--- src/rtl/sdt_pkg.sv ---
// ----------------------------------------------------------------------------
// sdt_pkg
// Shared constants, codes and controller/datapath interface types for the
// sequence duplicate suppression table.
// ----------------------------------------------------------------------------
package sdt_pkg;

  // Table size default and field widths
  localparam int TABLE_DEPTH_DEF = 20;
  localparam int CMD_W   = 2;
  localparam int NODE_W  = 16;
  localparam int EP_W    = 8;
  localparam int SEQ_W   = 8;
  localparam int STS_W   = 3;
  localparam int SLOT_W  = 5;
  localparam int DELAY_W = 24;
  localparam int ENTRY_W = NODE_W + EP_W + SEQ_W;

  // Special values
  localparam logic [NODE_W-1:0]  NODE_GATEWAY = 16'h0000;
  localparam logic [NODE_W-1:0]  NODE_UNKNOWN = 16'hFFFF;
  localparam logic [SEQ_W-1:0]   SEQ_UNKNOWN  = 8'hFF;
  localparam logic [DELAY_W-1:0] DELAY_RESET  = 24'd1000;

  // Command codes
  localparam logic [CMD_W-1:0] CMD_LOOKUP = 2'd0;
  localparam logic [CMD_W-1:0] CMD_ADD    = 2'd1;
  localparam logic [CMD_W-1:0] CMD_TICK   = 2'd2;

  // Result status codes
  localparam logic [STS_W-1:0] ST_HIT      = 3'd0;
  localparam logic [STS_W-1:0] ST_MISS     = 3'd1;
  localparam logic [STS_W-1:0] ST_IGNORED  = 3'd2;
  localparam logic [STS_W-1:0] ST_UPDATED  = 3'd3;
  localparam logic [STS_W-1:0] ST_APPENDED = 3'd4;
  localparam logic [STS_W-1:0] ST_EVICTED  = 3'd5;
  localparam logic [STS_W-1:0] ST_IDLE     = 3'd6;
  localparam logic [STS_W-1:0] ST_CLEARED  = 3'd7;

  // Which result the datapath forms
  typedef enum logic [2:0] {
    RES_LOOKUP,
    RES_ADD,
    RES_IGNORED,
    RES_TICK,
    RES_NONE
  } res_sel_t;

  // Controller to datapath
  typedef struct packed {
    logic     capture;
    logic     scan_start;
    logic     commit_add;
    logic     timer_restart;
    logic     timer_tick;
    logic     res_load;
    res_sel_t res_sel;
  } ctl_cmd_t;

  // Datapath to controller
  typedef struct packed {
    logic [CMD_W-1:0] op;
    logic             add_gateway;
    logic             add_unknown;
    logic             scan_done;
    logic             out_free;
  } ctl_sts_t;

endpackage

--- src/rtl/sequence_dedup_table.sv ---
// ----------------------------------------------------------------------------
// sequence_dedup_table
// Duplicate suppression table of recent sequence numbers keyed by sender
// node and endpoint, with lookup, add/evict and a tick-driven clear timer.
// ----------------------------------------------------------------------------
//
//  Channel  Handshake             Payload
//  in_      in_valid / in_stall   in_cmd, in_node_id, in_endpoint, in_seq_in
//  out_     out_valid / out_stall out_status, out_seq_out, out_slot
//  cfg_     cfg_valid / cfg_ready cfg_clear_delay_ticks
//
//  Lookups and non-ignored adds walk the whole table: the table memory
//  has one read port and the walk reads one entry a cycle. Ticks, ignored adds
//  and unused commands skip the walk. One transaction is in work at a time.
//  Reset is synchronous; table contents are qualified by valid bits that reset
//  clears at once, so there is no clearing pass.
//  A stalled result waits in the output register while the next transaction
//  is taken; that one completes once the register is free.
//
module sequence_dedup_table #(
  parameter int TABLE_DEPTH = sdt_pkg::TABLE_DEPTH_DEF
) (
  input  logic                        clk,
  input  logic                        rst_n,
  input  logic                        in_valid,
  output logic                        in_stall,
  input  logic [sdt_pkg::CMD_W-1:0]   in_cmd,
  input  logic [sdt_pkg::NODE_W-1:0]  in_node_id,
  input  logic [sdt_pkg::EP_W-1:0]    in_endpoint,
  input  logic [sdt_pkg::SEQ_W-1:0]   in_seq_in,
  output logic                        out_valid,
  input  logic                        out_stall,
  output logic [sdt_pkg::STS_W-1:0]   out_status,
  output logic [sdt_pkg::SEQ_W-1:0]   out_seq_out,
  output logic [sdt_pkg::SLOT_W-1:0]  out_slot,
  input  logic                        cfg_valid,
  output logic                        cfg_ready,
  input  logic [sdt_pkg::DELAY_W-1:0] cfg_clear_delay_ticks
);

  sdt_pkg::ctl_cmd_t cmd;
  sdt_pkg::ctl_sts_t sts;

  // Register write always accepted
  assign cfg_ready = 1'b1;

  sdt_ctrl u_ctrl (
    .clk      (clk),
    .rst_n    (rst_n),
    .in_valid (in_valid),
    .in_stall (in_stall),
    .sts      (sts),
    .cmd      (cmd)
  );

  sdt_dpath #(
    .TABLE_DEPTH (TABLE_DEPTH)
  ) u_dpath (
    .clk         (clk),
    .rst_n       (rst_n),
    .cmd         (cmd),
    .sts         (sts),
    .in_cmd      (in_cmd),
    .in_node_id  (in_node_id),
    .in_endpoint (in_endpoint),
    .in_seq_in   (in_seq_in),
    .cfg_we      (cfg_valid && cfg_ready),
    .cfg_wdata   (cfg_clear_delay_ticks),
    .out_stall   (out_stall),
    .out_valid   (out_valid),
    .out_status  (out_status),
    .out_seq_out (out_seq_out),
    .out_slot    (out_slot)
  );

endmodule

--- src/rtl/sdt_ram.sv ---
// ----------------------------------------------------------------------------
// sdt_ram
// Generic single write port, single read port RAM with registered read data.
// ----------------------------------------------------------------------------
module sdt_ram #(
  parameter int WIDTH = sdt_pkg::ENTRY_W,
  parameter int DEPTH = sdt_pkg::TABLE_DEPTH_DEF
) (
  input  logic                     clk,
  input  logic                     we,
  input  logic [$clog2(DEPTH)-1:0] waddr,
  input  logic [WIDTH-1:0]         wdata,
  input  logic [$clog2(DEPTH)-1:0] raddr,
  output logic [WIDTH-1:0]         rdata
);

  logic [WIDTH-1:0] mem_r [DEPTH];
  logic [WIDTH-1:0] rdata_r;

  // Write port and registered read
  always_ff @(posedge clk) begin
    if (we) begin
      mem_r[waddr] <= wdata;
    end
    rdata_r <= mem_r[raddr];
  end

  assign rdata = rdata_r;

endmodule

--- src/rtl/sdt_ctrl.sv ---
// ----------------------------------------------------------------------------
// sdt_ctrl
// Sequencer: takes one transaction, starts the table walk where needed and
// commits the result once the output register is free.
// ----------------------------------------------------------------------------
module sdt_ctrl (
  input  logic              clk,
  input  logic              rst_n,
  input  logic              in_valid,
  output logic              in_stall,
  input  sdt_pkg::ctl_sts_t sts,
  output sdt_pkg::ctl_cmd_t cmd
);

  typedef enum logic [1:0] {
    S_IDLE,
    S_DECODE,
    S_SCAN,
    S_RESULT
  } state_t;

  state_t state_r, state_nxt;

  // Next state and commands
  always_comb begin
    state_nxt         = state_r;
    cmd               = '0;
    cmd.res_sel       = sdt_pkg::RES_NONE;
    unique case (state_r)
      S_IDLE: begin
        if (in_valid) begin
          cmd.capture = 1'b1;
          state_nxt   = S_DECODE;
        end
      end
      S_DECODE: begin
        case (sts.op) inside
          sdt_pkg::CMD_LOOKUP: begin
            cmd.scan_start = 1'b1;
            state_nxt      = S_SCAN;
          end
          sdt_pkg::CMD_ADD: begin
            if (sts.add_gateway || sts.add_unknown) begin
              state_nxt = S_RESULT;
            end else begin
              cmd.scan_start = 1'b1;
              state_nxt      = S_SCAN;
            end
          end
          default: state_nxt = S_RESULT;
        endcase
      end
      S_SCAN: begin
        if (sts.scan_done) begin
          state_nxt = S_RESULT;
        end
      end
      S_RESULT: begin
        if (sts.out_free) begin
          cmd.res_load = 1'b1;
          state_nxt    = S_IDLE;
          case (sts.op) inside
            sdt_pkg::CMD_LOOKUP: cmd.res_sel = sdt_pkg::RES_LOOKUP;
            sdt_pkg::CMD_ADD: begin
              if (sts.add_gateway) begin
                cmd.res_sel = sdt_pkg::RES_IGNORED;
              end else if (sts.add_unknown) begin
                cmd.res_sel       = sdt_pkg::RES_IGNORED;
                cmd.timer_restart = 1'b1;
              end else begin
                cmd.res_sel       = sdt_pkg::RES_ADD;
                cmd.commit_add    = 1'b1;
                cmd.timer_restart = 1'b1;
              end
            end
            sdt_pkg::CMD_TICK: begin
              cmd.res_sel    = sdt_pkg::RES_TICK;
              cmd.timer_tick = 1'b1;
            end
            default: cmd.res_sel = sdt_pkg::RES_NONE;
          endcase
        end
      end
      default: state_nxt = S_IDLE;
    endcase
  end

  // Hold state
  always_ff @(posedge clk) begin
    if (!rst_n) begin
      state_r <= S_IDLE;
    end else begin
      state_r <= state_nxt;
    end
  end

  assign in_stall = (state_r != S_IDLE);

  // Result only committed into a free output register
  a_load_free: assert property (@(posedge clk) disable iff (!rst_n)
    cmd.res_load |-> sts.out_free)
    else $error("result loaded while output register busy");

  // Walk completion only expected while waiting on it
  a_done_in_scan: assert property (@(posedge clk) disable iff (!rst_n)
    sts.scan_done |-> state_r == S_SCAN)
    else $error("walk finished outside scan state");

  // A walk leads only to the result state
  a_scan_exit: assert property (@(posedge clk) disable iff (!rst_n)
    state_r == S_SCAN |=> state_r == S_SCAN || state_r == S_RESULT)
    else $error("scan state left for wrong state");

endmodule

--- src/rtl/sdt_dpath.sv ---
// ----------------------------------------------------------------------------
// sdt_dpath
// Datapath: transaction capture, table memory with valid bits, table walk
// for first match and oldest entry, fill count, clear timer and the output
// register.
// ----------------------------------------------------------------------------
module sdt_dpath #(
  parameter int TABLE_DEPTH = sdt_pkg::TABLE_DEPTH_DEF
) (
  input  logic                        clk,
  input  logic                        rst_n,
  input  sdt_pkg::ctl_cmd_t           cmd,
  output sdt_pkg::ctl_sts_t           sts,
  input  logic [sdt_pkg::CMD_W-1:0]   in_cmd,
  input  logic [sdt_pkg::NODE_W-1:0]  in_node_id,
  input  logic [sdt_pkg::EP_W-1:0]    in_endpoint,
  input  logic [sdt_pkg::SEQ_W-1:0]   in_seq_in,
  input  logic                        cfg_we,
  input  logic [sdt_pkg::DELAY_W-1:0] cfg_wdata,
  input  logic                        out_stall,
  output logic                        out_valid,
  output logic [sdt_pkg::STS_W-1:0]   out_status,
  output logic [sdt_pkg::SEQ_W-1:0]   out_seq_out,
  output logic [sdt_pkg::SLOT_W-1:0]  out_slot
);

  localparam int IW = $clog2(TABLE_DEPTH);
  localparam int CW = $clog2(TABLE_DEPTH + 1);
  localparam int EW = sdt_pkg::ENTRY_W;
  localparam logic [IW-1:0] LAST_IDX = IW'(TABLE_DEPTH - 1);
  localparam logic [CW-1:0] FULL_CNT = CW'(TABLE_DEPTH);

  function automatic logic [sdt_pkg::SLOT_W-1:0] to_slot(input logic [IW-1:0] idx);
    logic [IW+sdt_pkg::SLOT_W-1:0] w;
    w = {{sdt_pkg::SLOT_W{1'b0}}, idx};
    return w[sdt_pkg::SLOT_W-1:0];
  endfunction

  // Captured transaction
  logic [sdt_pkg::CMD_W-1:0]  op_r;
  logic [sdt_pkg::NODE_W-1:0] node_r;
  logic [sdt_pkg::EP_W-1:0]   ep_r;
  logic [sdt_pkg::SEQ_W-1:0]  seq_r;

  // Table state
  logic [TABLE_DEPTH-1:0]       valid_r;
  logic [CW-1:0]                fill_r;
  logic [sdt_pkg::DELAY_W-1:0]  delay_r;
  logic [sdt_pkg::DELAY_W-1:0]  timer_r;
  logic                         armed_r;

  // Walk state
  logic          run_r;
  logic [IW-1:0] iss_idx_r;
  logic          dvld_r;
  logic [IW-1:0] didx_r;
  logic          done_r;
  logic          found_r;
  logic [IW-1:0] match_idx_r;
  logic [sdt_pkg::SEQ_W-1:0] match_seq_r;
  logic          best_found_r;
  logic [IW-1:0] best_idx_r;
  logic [sdt_pkg::SEQ_W-1:0] best_seq_r;

  // Output register
  logic                       out_valid_r;
  logic [sdt_pkg::STS_W-1:0]  out_status_r;
  logic [sdt_pkg::SEQ_W-1:0]  out_seq_r;
  logic [sdt_pkg::SLOT_W-1:0] out_slot_r;

  logic [EW-1:0]              ram_rdata;
  logic [EW-1:0]              ent;
  logic [sdt_pkg::NODE_W-1:0] e_node;
  logic [sdt_pkg::EP_W-1:0]   e_ep;
  logic [sdt_pkg::SEQ_W-1:0]  e_seq;
  logic                       hit;
  logic                       full;
  logic                       tick_clear;
  logic [IW-1:0]              wr_idx;
  logic [sdt_pkg::STS_W-1:0]  add_st;

  // Table memory
  sdt_ram #(
    .WIDTH (EW),
    .DEPTH (TABLE_DEPTH)
  ) u_ram (
    .clk   (clk),
    .we    (cmd.commit_add),
    .waddr (wr_idx),
    .wdata ({node_r, ep_r, seq_r}),
    .raddr (iss_idx_r),
    .rdata (ram_rdata)
  );

  // Entry as read: a slot never written since the last clear reads all ones
  assign ent    = valid_r[didx_r] ? ram_rdata : '1;
  assign e_node = ent[EW-1 -: sdt_pkg::NODE_W];
  assign e_ep   = ent[sdt_pkg::EP_W+sdt_pkg::SEQ_W-1 -: sdt_pkg::EP_W];
  assign e_seq  = ent[sdt_pkg::SEQ_W-1:0];

  // Decisions from the walk and the timer
  assign hit        = found_r && (match_seq_r != sdt_pkg::SEQ_UNKNOWN);
  assign full       = (fill_r >= FULL_CNT);
  assign tick_clear = armed_r && (timer_r <= sdt_pkg::DELAY_W'(1));

  always_comb begin
    if (hit) begin
      wr_idx = match_idx_r;
      add_st = sdt_pkg::ST_UPDATED;
    end else if (full) begin
      wr_idx = best_idx_r;
      add_st = sdt_pkg::ST_EVICTED;
    end else begin
      wr_idx = fill_r[IW-1:0];
      add_st = sdt_pkg::ST_APPENDED;
    end
  end

  // Capture the transaction
  always_ff @(posedge clk) begin
    if (cmd.capture) begin
      op_r   <= in_cmd;
      node_r <= in_node_id;
      ep_r   <= in_endpoint;
      seq_r  <= in_seq_in;
    end
  end

  // Walk control: issue one read a cycle, flag the last returned entry
  always_ff @(posedge clk) begin
    if (!rst_n) begin
      run_r     <= 1'b0;
      dvld_r    <= 1'b0;
      done_r    <= 1'b0;
      iss_idx_r <= '0;
    end else begin
      dvld_r <= run_r;
      done_r <= dvld_r && (didx_r == LAST_IDX);
      if (cmd.scan_start) begin
        run_r     <= 1'b1;
        iss_idx_r <= '0;
      end else if (run_r) begin
        iss_idx_r <= iss_idx_r + IW'(1);
        if (iss_idx_r == LAST_IDX) begin
          run_r <= 1'b0;
        end
      end
    end
  end

  // Walk results: first match, and smallest known sequence (lowest slot on tie)
  always_ff @(posedge clk) begin
    didx_r <= iss_idx_r;
    if (cmd.scan_start) begin
      found_r      <= 1'b0;
      best_found_r <= 1'b0;
      best_idx_r   <= '0;
    end else if (dvld_r) begin
      if (!found_r && e_node == node_r && e_ep == ep_r) begin
        found_r     <= 1'b1;
        match_idx_r <= didx_r;
        match_seq_r <= e_seq;
      end
      if (e_seq != sdt_pkg::SEQ_UNKNOWN && (!best_found_r || e_seq < best_seq_r)) begin
        best_found_r <= 1'b1;
        best_idx_r   <= didx_r;
        best_seq_r   <= e_seq;
      end
    end
  end

  // Configuration, valid bits, fill count and clear timer
  always_ff @(posedge clk) begin
    if (!rst_n) begin
      delay_r <= sdt_pkg::DELAY_RESET;
      valid_r <= '0;
      fill_r  <= '0;
      timer_r <= '0;
      armed_r <= 1'b0;
    end else begin
      if (cfg_we) begin
        delay_r <= cfg_wdata;
      end
      if (cmd.commit_add) begin
        valid_r[wr_idx] <= 1'b1;
        if (!hit && !full) begin
          fill_r <= fill_r + CW'(1);
        end
      end
      if (cmd.timer_restart) begin
        timer_r <= delay_r;
        armed_r <= 1'b1;
      end
      if (cmd.timer_tick && armed_r) begin
        if (tick_clear) begin
          valid_r <= '0;
          fill_r  <= '0;
          timer_r <= '0;
          armed_r <= 1'b0;
        end else begin
          timer_r <= timer_r - sdt_pkg::DELAY_W'(1);
        end
      end
    end
  end

  // Output register: load a result, drop it once taken
  always_ff @(posedge clk) begin
    if (!rst_n) begin
      out_valid_r <= 1'b0;
    end else if (cmd.res_load) begin
      out_valid_r <= 1'b1;
    end else if (!out_stall) begin
      out_valid_r <= 1'b0;
    end
  end

  always_ff @(posedge clk) begin
    if (cmd.res_load) begin
      out_seq_r  <= sdt_pkg::SEQ_UNKNOWN;
      out_slot_r <= '0;
      case (cmd.res_sel)
        sdt_pkg::RES_LOOKUP: begin
          if (hit) begin
            out_status_r <= sdt_pkg::ST_HIT;
            out_seq_r    <= match_seq_r;
            out_slot_r   <= to_slot(match_idx_r);
          end else begin
            out_status_r <= sdt_pkg::ST_MISS;
          end
        end
        sdt_pkg::RES_ADD: begin
          out_status_r <= add_st;
          out_slot_r   <= to_slot(wr_idx);
        end
        sdt_pkg::RES_IGNORED: out_status_r <= sdt_pkg::ST_IGNORED;
        sdt_pkg::RES_TICK: begin
          out_status_r <= tick_clear ? sdt_pkg::ST_CLEARED : sdt_pkg::ST_IDLE;
        end
        default: out_status_r <= sdt_pkg::ST_IDLE;
      endcase
    end
  end

  assign out_valid   = out_valid_r;
  assign out_status  = out_status_r;
  assign out_seq_out = out_seq_r;
  assign out_slot    = out_slot_r;

  // Status towards the controller
  assign sts.op          = op_r;
  assign sts.add_gateway = (node_r == sdt_pkg::NODE_GATEWAY);
  assign sts.add_unknown = (node_r == sdt_pkg::NODE_UNKNOWN) ||
                           (seq_r == sdt_pkg::SEQ_UNKNOWN);
  assign sts.scan_done   = done_r;
  assign sts.out_free    = !out_valid_r || !out_stall;

  // Fill count never passes the table size
  a_fill_range: assert property (@(posedge clk) disable iff (!rst_n)
    fill_r <= FULL_CNT)
    else $error("fill count beyond table size");

  // Valid bits track the fill count exactly
  a_fill_valid: assert property (@(posedge clk) disable iff (!rst_n)
    $countones(valid_r) == int'(fill_r))
    else $error("valid bits disagree with fill count");

  // A disarmed timer holds zero
  a_timer_idle: assert property (@(posedge clk) disable iff (!rst_n)
    !armed_r |-> timer_r == '0)
    else $error("disarmed timer not zero");

endmodule

--- config.mk ---
export PLATFORM = sky130hd
export DESIGN_NAME = sequence_dedup_table
export DESIGN_NICKNAME = d
export VERILOG_FILES = /design/src/rtl/sdt_pkg.sv /design/src/rtl/sequence_dedup_table.sv /design/src/rtl/sdt_ram.sv /design/src/rtl/sdt_ctrl.sv /design/src/rtl/sdt_dpath.sv
export SDC_FILE = /design/constraint.sdc
export NUM_CORES = 1
export LEC_CHECK = 0
export BUFFER_PORTS_ARGS = -buffer_cell sky130_fd_sc_hd__clkbuf_2
export CAP_MARGIN = 20
export CORE_ASPECT_RATIO = 0.5
export CORE_MARGIN = 1.5
export CORE_UTILIZATION = 45
export CTS_CLUSTER_SIZE = 20
export DETAILED_ROUTE_END_ITERATION = 16
export HOLD_SLACK_MARGIN = 0.1
export PLACE_DENSITY = 0.68
export SLEW_MARGIN = 20
export SYNTH_ARGS = -nofsm -noshare
export SYNTH_HDL_FRONTEND = slang
export SYNTH_HIERARCHICAL = 1
export SYNTH_SLANG_ARGS = --single-unit
export TNS_END_PERCENT = 100
--- constraint.sdc ---
create_clock -name clk -period 4.5 [get_ports clk]
set_clock_uncertainty 0.15 [all_clocks]
set_input_delay 0.9 -clock clk [delete_from_list [all_inputs] [get_ports clk]]
set_output_delay 0.9 -clock clk [all_outputs]
set_load 0.03 [all_outputs]
Word level (Yosys, flattened, before mapping)
Memory sizes are Yosys's and may differ from the RTL's. A register that Yosys moved wholly into a read port is not among the register bits.
Cells that the tools add are included.

word-level totals
  register bits = 168
  RAM bits = 640
  output and inout port bits = 19
  memories = 1

memories
  memory               words  width  rd ports  clocked after memory_dff  write ports  RTL line       source
  u_dpath.u_ram.mem_r  20     32     1         1                         1            sdt_ram.sv:17  logic [WIDTH-1:0] mem_r [DEPTH];

operators by class
  $add $sub $neg = 3
  order comparisons = 6
  eq/ne operators = 20
  muxes and demuxes = 61
  bitwise logic cells = 3
  reductions and logical operators = 32

operators with widths
  cell                                                             count
  two-way mux 24 bit                                               3
  two-way mux 20 bit                                               3
  two-way mux 5 bit                                                7
  two-way mux 32 bit                                               1
  two-way mux 1 bit                                                26
  less-or-equal comparator 24 x 1 -> 1 bit, second input constant  1
  subtractor 24 x 1 -> 24 bit, second input constant               1
  bitwise OR 20 bit                                                1
  two-way mux 2 bit                                                9
  equality test 16 bit                                             1
  equality test 16 bit, second input constant                      1
  zero test 16 bit                                                 1
  inequality test 8 bit, second input constant                     2
  two-way mux 3 bit                                                5
  two-way mux 7 bit                                                2
  < comparator 5 x 6 -> 1 bit, second input constant               2
  case mux 3 bit (4 select lines)                                  1
  adder 5 x 1 -> 5 bit, second input constant                      2
  equality test 5 bit, second input constant                       2
  case mux 5 bit (2 select lines)                                  1
  logical AND 1 bit                                                9
  AND reduction 3 bit                                              3
  equality test 8 bit                                              1
  equality test 8 bit, second input constant                       1
  other kinds (20)                                                 39

Logic depth before layout (Yosys ltp)
  depth after elaboration = 11
  gate-level depth with buffers = 12

Cells and area by module
The synthesis kept the hierarchy.

by module, submodules not included
  module                instances  cells an instance  area each (um2)  sequential area each (um2)
  sdt_ram               1          1362               25459.4          19859.0
  sdt_dpath             1          713                7581.0           4033.9
  sdt_ctrl              1          41                 319.1            40.0
  sequence_dedup_table  1          2                  11.3             0.0

Worst setup path after synthesis
Ideal clock, no wire load.

  path type = input to register
  start = in out_stall
  end = mem u_dpath/u_ram/mem_r[16][0] (netlist bit), enable pin
  data arrival time = 3.613 ns
  data required time = 3.929 ns
  slack = 0.316 ns
  stages = 5
  path buffers = 0
  path through = nand2_1 nand2_1 nor4_1 or3b_2 nor2_1

RTL lines
  element             RTL line                    source
  start: declaration  sequence_dedup_table.sv:32  input logic out_stall,
  end: declaration    sdt_ram.sv:17

==> flow_metrics.env <==
export IMPL_layout_filler_cells=5912
export IMPL_cts_reportedPaths_clkPinSlew_ps=70
export IMPL_gp_congestion=0.911
export IMPL_worst_setup_path_start_kind="flop"
export IMPL_floorplan_core_area_um2=73200
export IMPL_first_global_vias=18165
export IMPL_synth_compound_gate_area_share_pct=5.33
export IMPL_grt_start_max_net_pins=60
export IMPL_gr_total_overflow=0
export IMPL_hold_violations=0
export IMPL_initial_antenna_violation_count=3
export IMPL_yosys_register_bits=840
export IMPL_max_freq_ghz=0.236
export IMPL_post_synth_fa_ha_maj_area_fraction_pct=0.637
export IMPL_cts_hold_buffers_added=0
export IMPL_power_leakage_nw=12.3
export IMPL_numCtsBuffers=76
export IMPL_multi_input_comb_area_um2=8840
export IMPL_routed_via_density=5.69
export IMPL_postCtsSetupBuffers=0
export IMPL_irDropWorstVdd_mv=0.312
export IMPL_layout_nets=2332
export IMPL_critical_path_class="reg2reg"
export IMPL_layout_cells_most_common_list="sky130_fd_sc_hd__edfxtp_1, sky130_fd_sc_hd__mux2i_1, sky130_fd_sc_hd__dfxtp_1"
export IMPL_crit_arrival_ps=4400
export IMPL_synth_top_cell_area_share_pct=64.0
export IMPL_die_area_um2=75900
export IMPL_postSynthNetCount=2198
export IMPL_tritoncts="yes"
export IMPL_wire_per_inst_um=24.2
export IMPL_post_synth_main_area_contributors="sky130_fd_sc_hd__edfxtp_1, sky130_fd_sc_hd__mux2i_1, sky130_fd_sc_hd__dfxtp_1"
export IMPL_post_route_min_period_ps=4230
export IMPL_unrepaired_setup_endpoints_after_global_routing="false"
export IMPL_drtPass1Iterations=5
export IMPL_fp_dieH_um=196
export IMPL_multiplexer_share_of_the_synthesized_area_pct=11.8
export IMPL_route_vias_total=18694
export IMPL_synth_top_family_by_area="multiplexers"
export IMPL_hpwl_mm=47.1
export IMPL_post_synthesis_simple_gate_area_fraction_pct=7.50
export IMPL_status="completed"
export IMPL_critPathMaxStageDelay_ps=1010
export IMPL_drc_errors=0
export IMPL_area_growth_pct=13.5
export IMPL_timing_final_max_slew_violations=0
export IMPL_critical_path_max_fanout=13
export IMPL_std_cell_rows=70
export IMPL_die_w_um=388
export IMPL_global_route_usage_total_pct=20.7
export IMPL_power_density_cells_nw_per_um2=468
export IMPL_synth_enable_flop_cells=711
export IMPL_final_layout_size_suffix_gt1_share_pct=17.0
export IMPL_yosys_cell_types_count=83
export IMPL_detail_route_iter0_violations=1802
export IMPL_path_delay_family="compound AO/OA/AOI/OAI gates"
export IMPL_holdCritPathClass="in2reg"
export IMPL_fraction_of_synthesis_flops_using_an_asynchronous_set_or_reset_pin_pct=0
export IMPL_clock_tree_root_cell="sky130_fd_sc_hd__clkbuf_16"
export IMPL_synth_warning_count=6
export IMPL_synth_largest_area_cell="sky130_fd_sc_hd__edfxtp_1"
export IMPL_routed_wirelength_mm=79.5
export IMPL_ioPinCount=82
export IMPL_placement_stage_cell_area_um2=35400
export IMPL_synth_seq_area_share_pct=71.7
export IMPL_non_filler_cell_area_final_um2=37900
export IMPL_cp_cell_sequence="nand4_1, or2_0, o41ai_1, o21ai_0, and3b_2, nor2_1, nand3_1, or4_1, a211o_1, a21boi_1, buf_4"
export IMPL_worst_slew_pin_transition_ps=1170
export IMPL_worst_path_buf_inv=1
export IMPL_final_min_period_over_clock_period_pct=94.0
export IMPL_synth_area_um2=33400
export IMPL_htree_num_levels=3
export IMPL_synthCells=2118
export IMPL_detail_route_antenna_nets=0
export IMPL_clkLatencyLatePin_ps=640
export IMPL_final_common_cell="sky130_fd_sc_hd__edfxtp_1"
export IMPL_cts_max_path_buffers=3
export IMPL_synth_xor_xnor_area_share_pct=0.577
export IMPL_floorplan_initialDensity_pct=45.6
export IMPL_grt_first_pass_wirelength_mm=117
export IMPL_final_setup_viol_count=0
export IMPL_ys_dominant_reg_cell="sky130_fd_sc_hd__edfxtp_1"
export IMPL_numPortBuffers=80
export IMPL_cp_data_required_time_ps=4670
export IMPL_clock_sink_count=840
export IMPL_finalSetupTns_ps=0
export IMPL_max_cap_check_violation_count=0
export IMPL_ctsResizeCount=0
export IMPL_synth_avg_cell_area_um2=15.8
export IMPL_setup_worst_path_end_class="flop"
export IMPL_cpMaxStageDelayCell="sky130_fd_sc_hd__o41ai_1"
export IMPL_relSlewSlack_pct=20.7
export IMPL_seqCellArea_um2=23900
-- area by class of cell --
type | count | area share (%)
Antenna cell | 1 | 0.00661
Clock buffer | 100 | 5.42
Clock inverter | 40 | 1.24
Inverter | 32 | 0.317
Multi-Input combinational cell | 1140 | 23.3
Sequential cell | 840 | 63.2
Tap cell | 972 | 3.21
Timing Repair Buffer | 162 | 3.28
-- power by group --
| part | leakage (nW) | total (mW) | internal, mW | switching [mW] |
|---|---|---|---|---|
| clock network | 1.23 | 6.52 | 3.62 | 2.90 |
| registers | 7.45 | 9.23 | 8.94 | 0.290 |
| logic | 3.60 | 1.96 | 0.802 | 1.16 |
| total | 12.3 | 17.7 | 13.4 | 4.35 |
-- cells by family (layout without fill, tap and decap cells) --
logic type                 Yosys count  count (layout)
adders and majority gates           17              17
DFF                                840             840
muxes                              344             344
AOI/OAI and AO/OA                  270             270
and+or+nand+nor                    486             486
xor gates and xnor gates            22              22
buffers and inverters              138             334
other                                1               2
-- per-stage QoR --
stage               hold slack [ps]  cells  power [mW]  utilization [%]  setup WS (ps)
finish                          281   3287        17.7             51.7            269
floorplan                       225   2118        10.8                -            316
global route                    264   3287        18.3             51.7           2.96
global placement                291   3146        11.3             48.3            359
CTS                             256   3286        17.8             51.7            286
detailed placement              302   3146        11.4             48.3            298
-- synthesized netlist by cell type (5+ instances only) --
cell	count
sky130_fd_sc_hd__buf_2	35
sky130_fd_sc_hd__nor3_1	18
sky130_fd_sc_hd__nor2b_1	41
sky130_fd_sc_hd__clkbuf_1	30
sky130_fd_sc_hd__mux4_2	33
sky130_fd_sc_hd__nand3_1	75
sky130_fd_sc_hd__nand2_1	94
sky130_fd_sc_hd__buf_6	20
sky130_fd_sc_hd__mux2i_1	272
sky130_fd_sc_hd__a21boi_0	10
sky130_fd_sc_hd__nand4_1	21
sky130_fd_sc_hd__or3_1	7
sky130_fd_sc_hd__dfxtp_1	129
sky130_fd_sc_hd__inv_1	31
sky130_fd_sc_hd__a22oi_1	34
sky130_fd_sc_hd__ha_1	17
sky130_fd_sc_hd__and2_1	19
sky130_fd_sc_hd__o21ai_0	18
sky130_fd_sc_hd__edfxtp_1	711
sky130_fd_sc_hd__xor2_1	20
sky130_fd_sc_hd__or4_1	5
sky130_fd_sc_hd__or2b_1	7
sky130_fd_sc_hd__nand2b_1	27
sky130_fd_sc_hd__nor3b_1	8
sky130_fd_sc_hd__buf_4	15
sky130_fd_sc_hd__mux2_2	35
sky130_fd_sc_hd__a211oi_1	34
sky130_fd_sc_hd__a21oi_1	83
sky130_fd_sc_hd__nor4_1	8
sky130_fd_sc_hd__o22ai_1	47
sky130_fd_sc_hd__nor2_1	121
-- state kept, by name (all words and copies together), names as in the netlist, 2 cells and up --
| signal | flops |
|---|---|
| u_ctrl/state_r | 2 |
| u_dpath/best_idx_r | 5 |
| u_dpath/best_seq_r | 8 |
| u_dpath/delay_r | 24 |
| u_dpath/didx_r | 5 |
| u_dpath/ep_r | 8 |
| u_dpath/fill_r | 5 |
| u_dpath/iss_idx_r | 5 |
| u_dpath/match_idx_r | 5 |
| u_dpath/match_seq_r | 8 |
| u_dpath/node_r | 16 |
| u_dpath/op_r | 2 |
| u_dpath/out_seq_out | 8 |
| u_dpath/out_slot | 5 |
| u_dpath/out_status | 3 |
| u_dpath/seq_r | 8 |
| u_dpath/timer_r | 24 |
| u_dpath/u_ram/mem_r | 640 |
| u_dpath/u_ram/rdata | 32 |
| u_dpath/valid_r | 20 |
-- routing by layer --
metal	share of wire, %	vias up	track usage [%]
li1	-	8414	-
met1	45	9462	30.5
met2	44	725	30.6
met3	9.2	89	5.47
met4	1.5	4	4.69
met5	0.29	-	2.19
-- worst paths after layout --
check                           startpoint                          endpoint  slack [ps]  depth (start not counted)
max           u_dpath/node_r[14]$_DFFE_PP_  u_dpath/match_seq_r[5]$_DFFE_PP_         270                         11
min                         in_endpoint[7]         u_dpath/ep_r[7]$_DFFE_PP_         280                          1
max reg2reg   u_dpath/node_r[14]$_DFFE_PP_  u_dpath/match_seq_r[5]$_DFFE_PP_         270                         11
min reg2reg  u_dpath/valid_r[3]$_SDFF_PN0_     u_dpath/valid_r[3]$_SDFF_PN0_         320                          2
(Power assumes the default switching activity.)
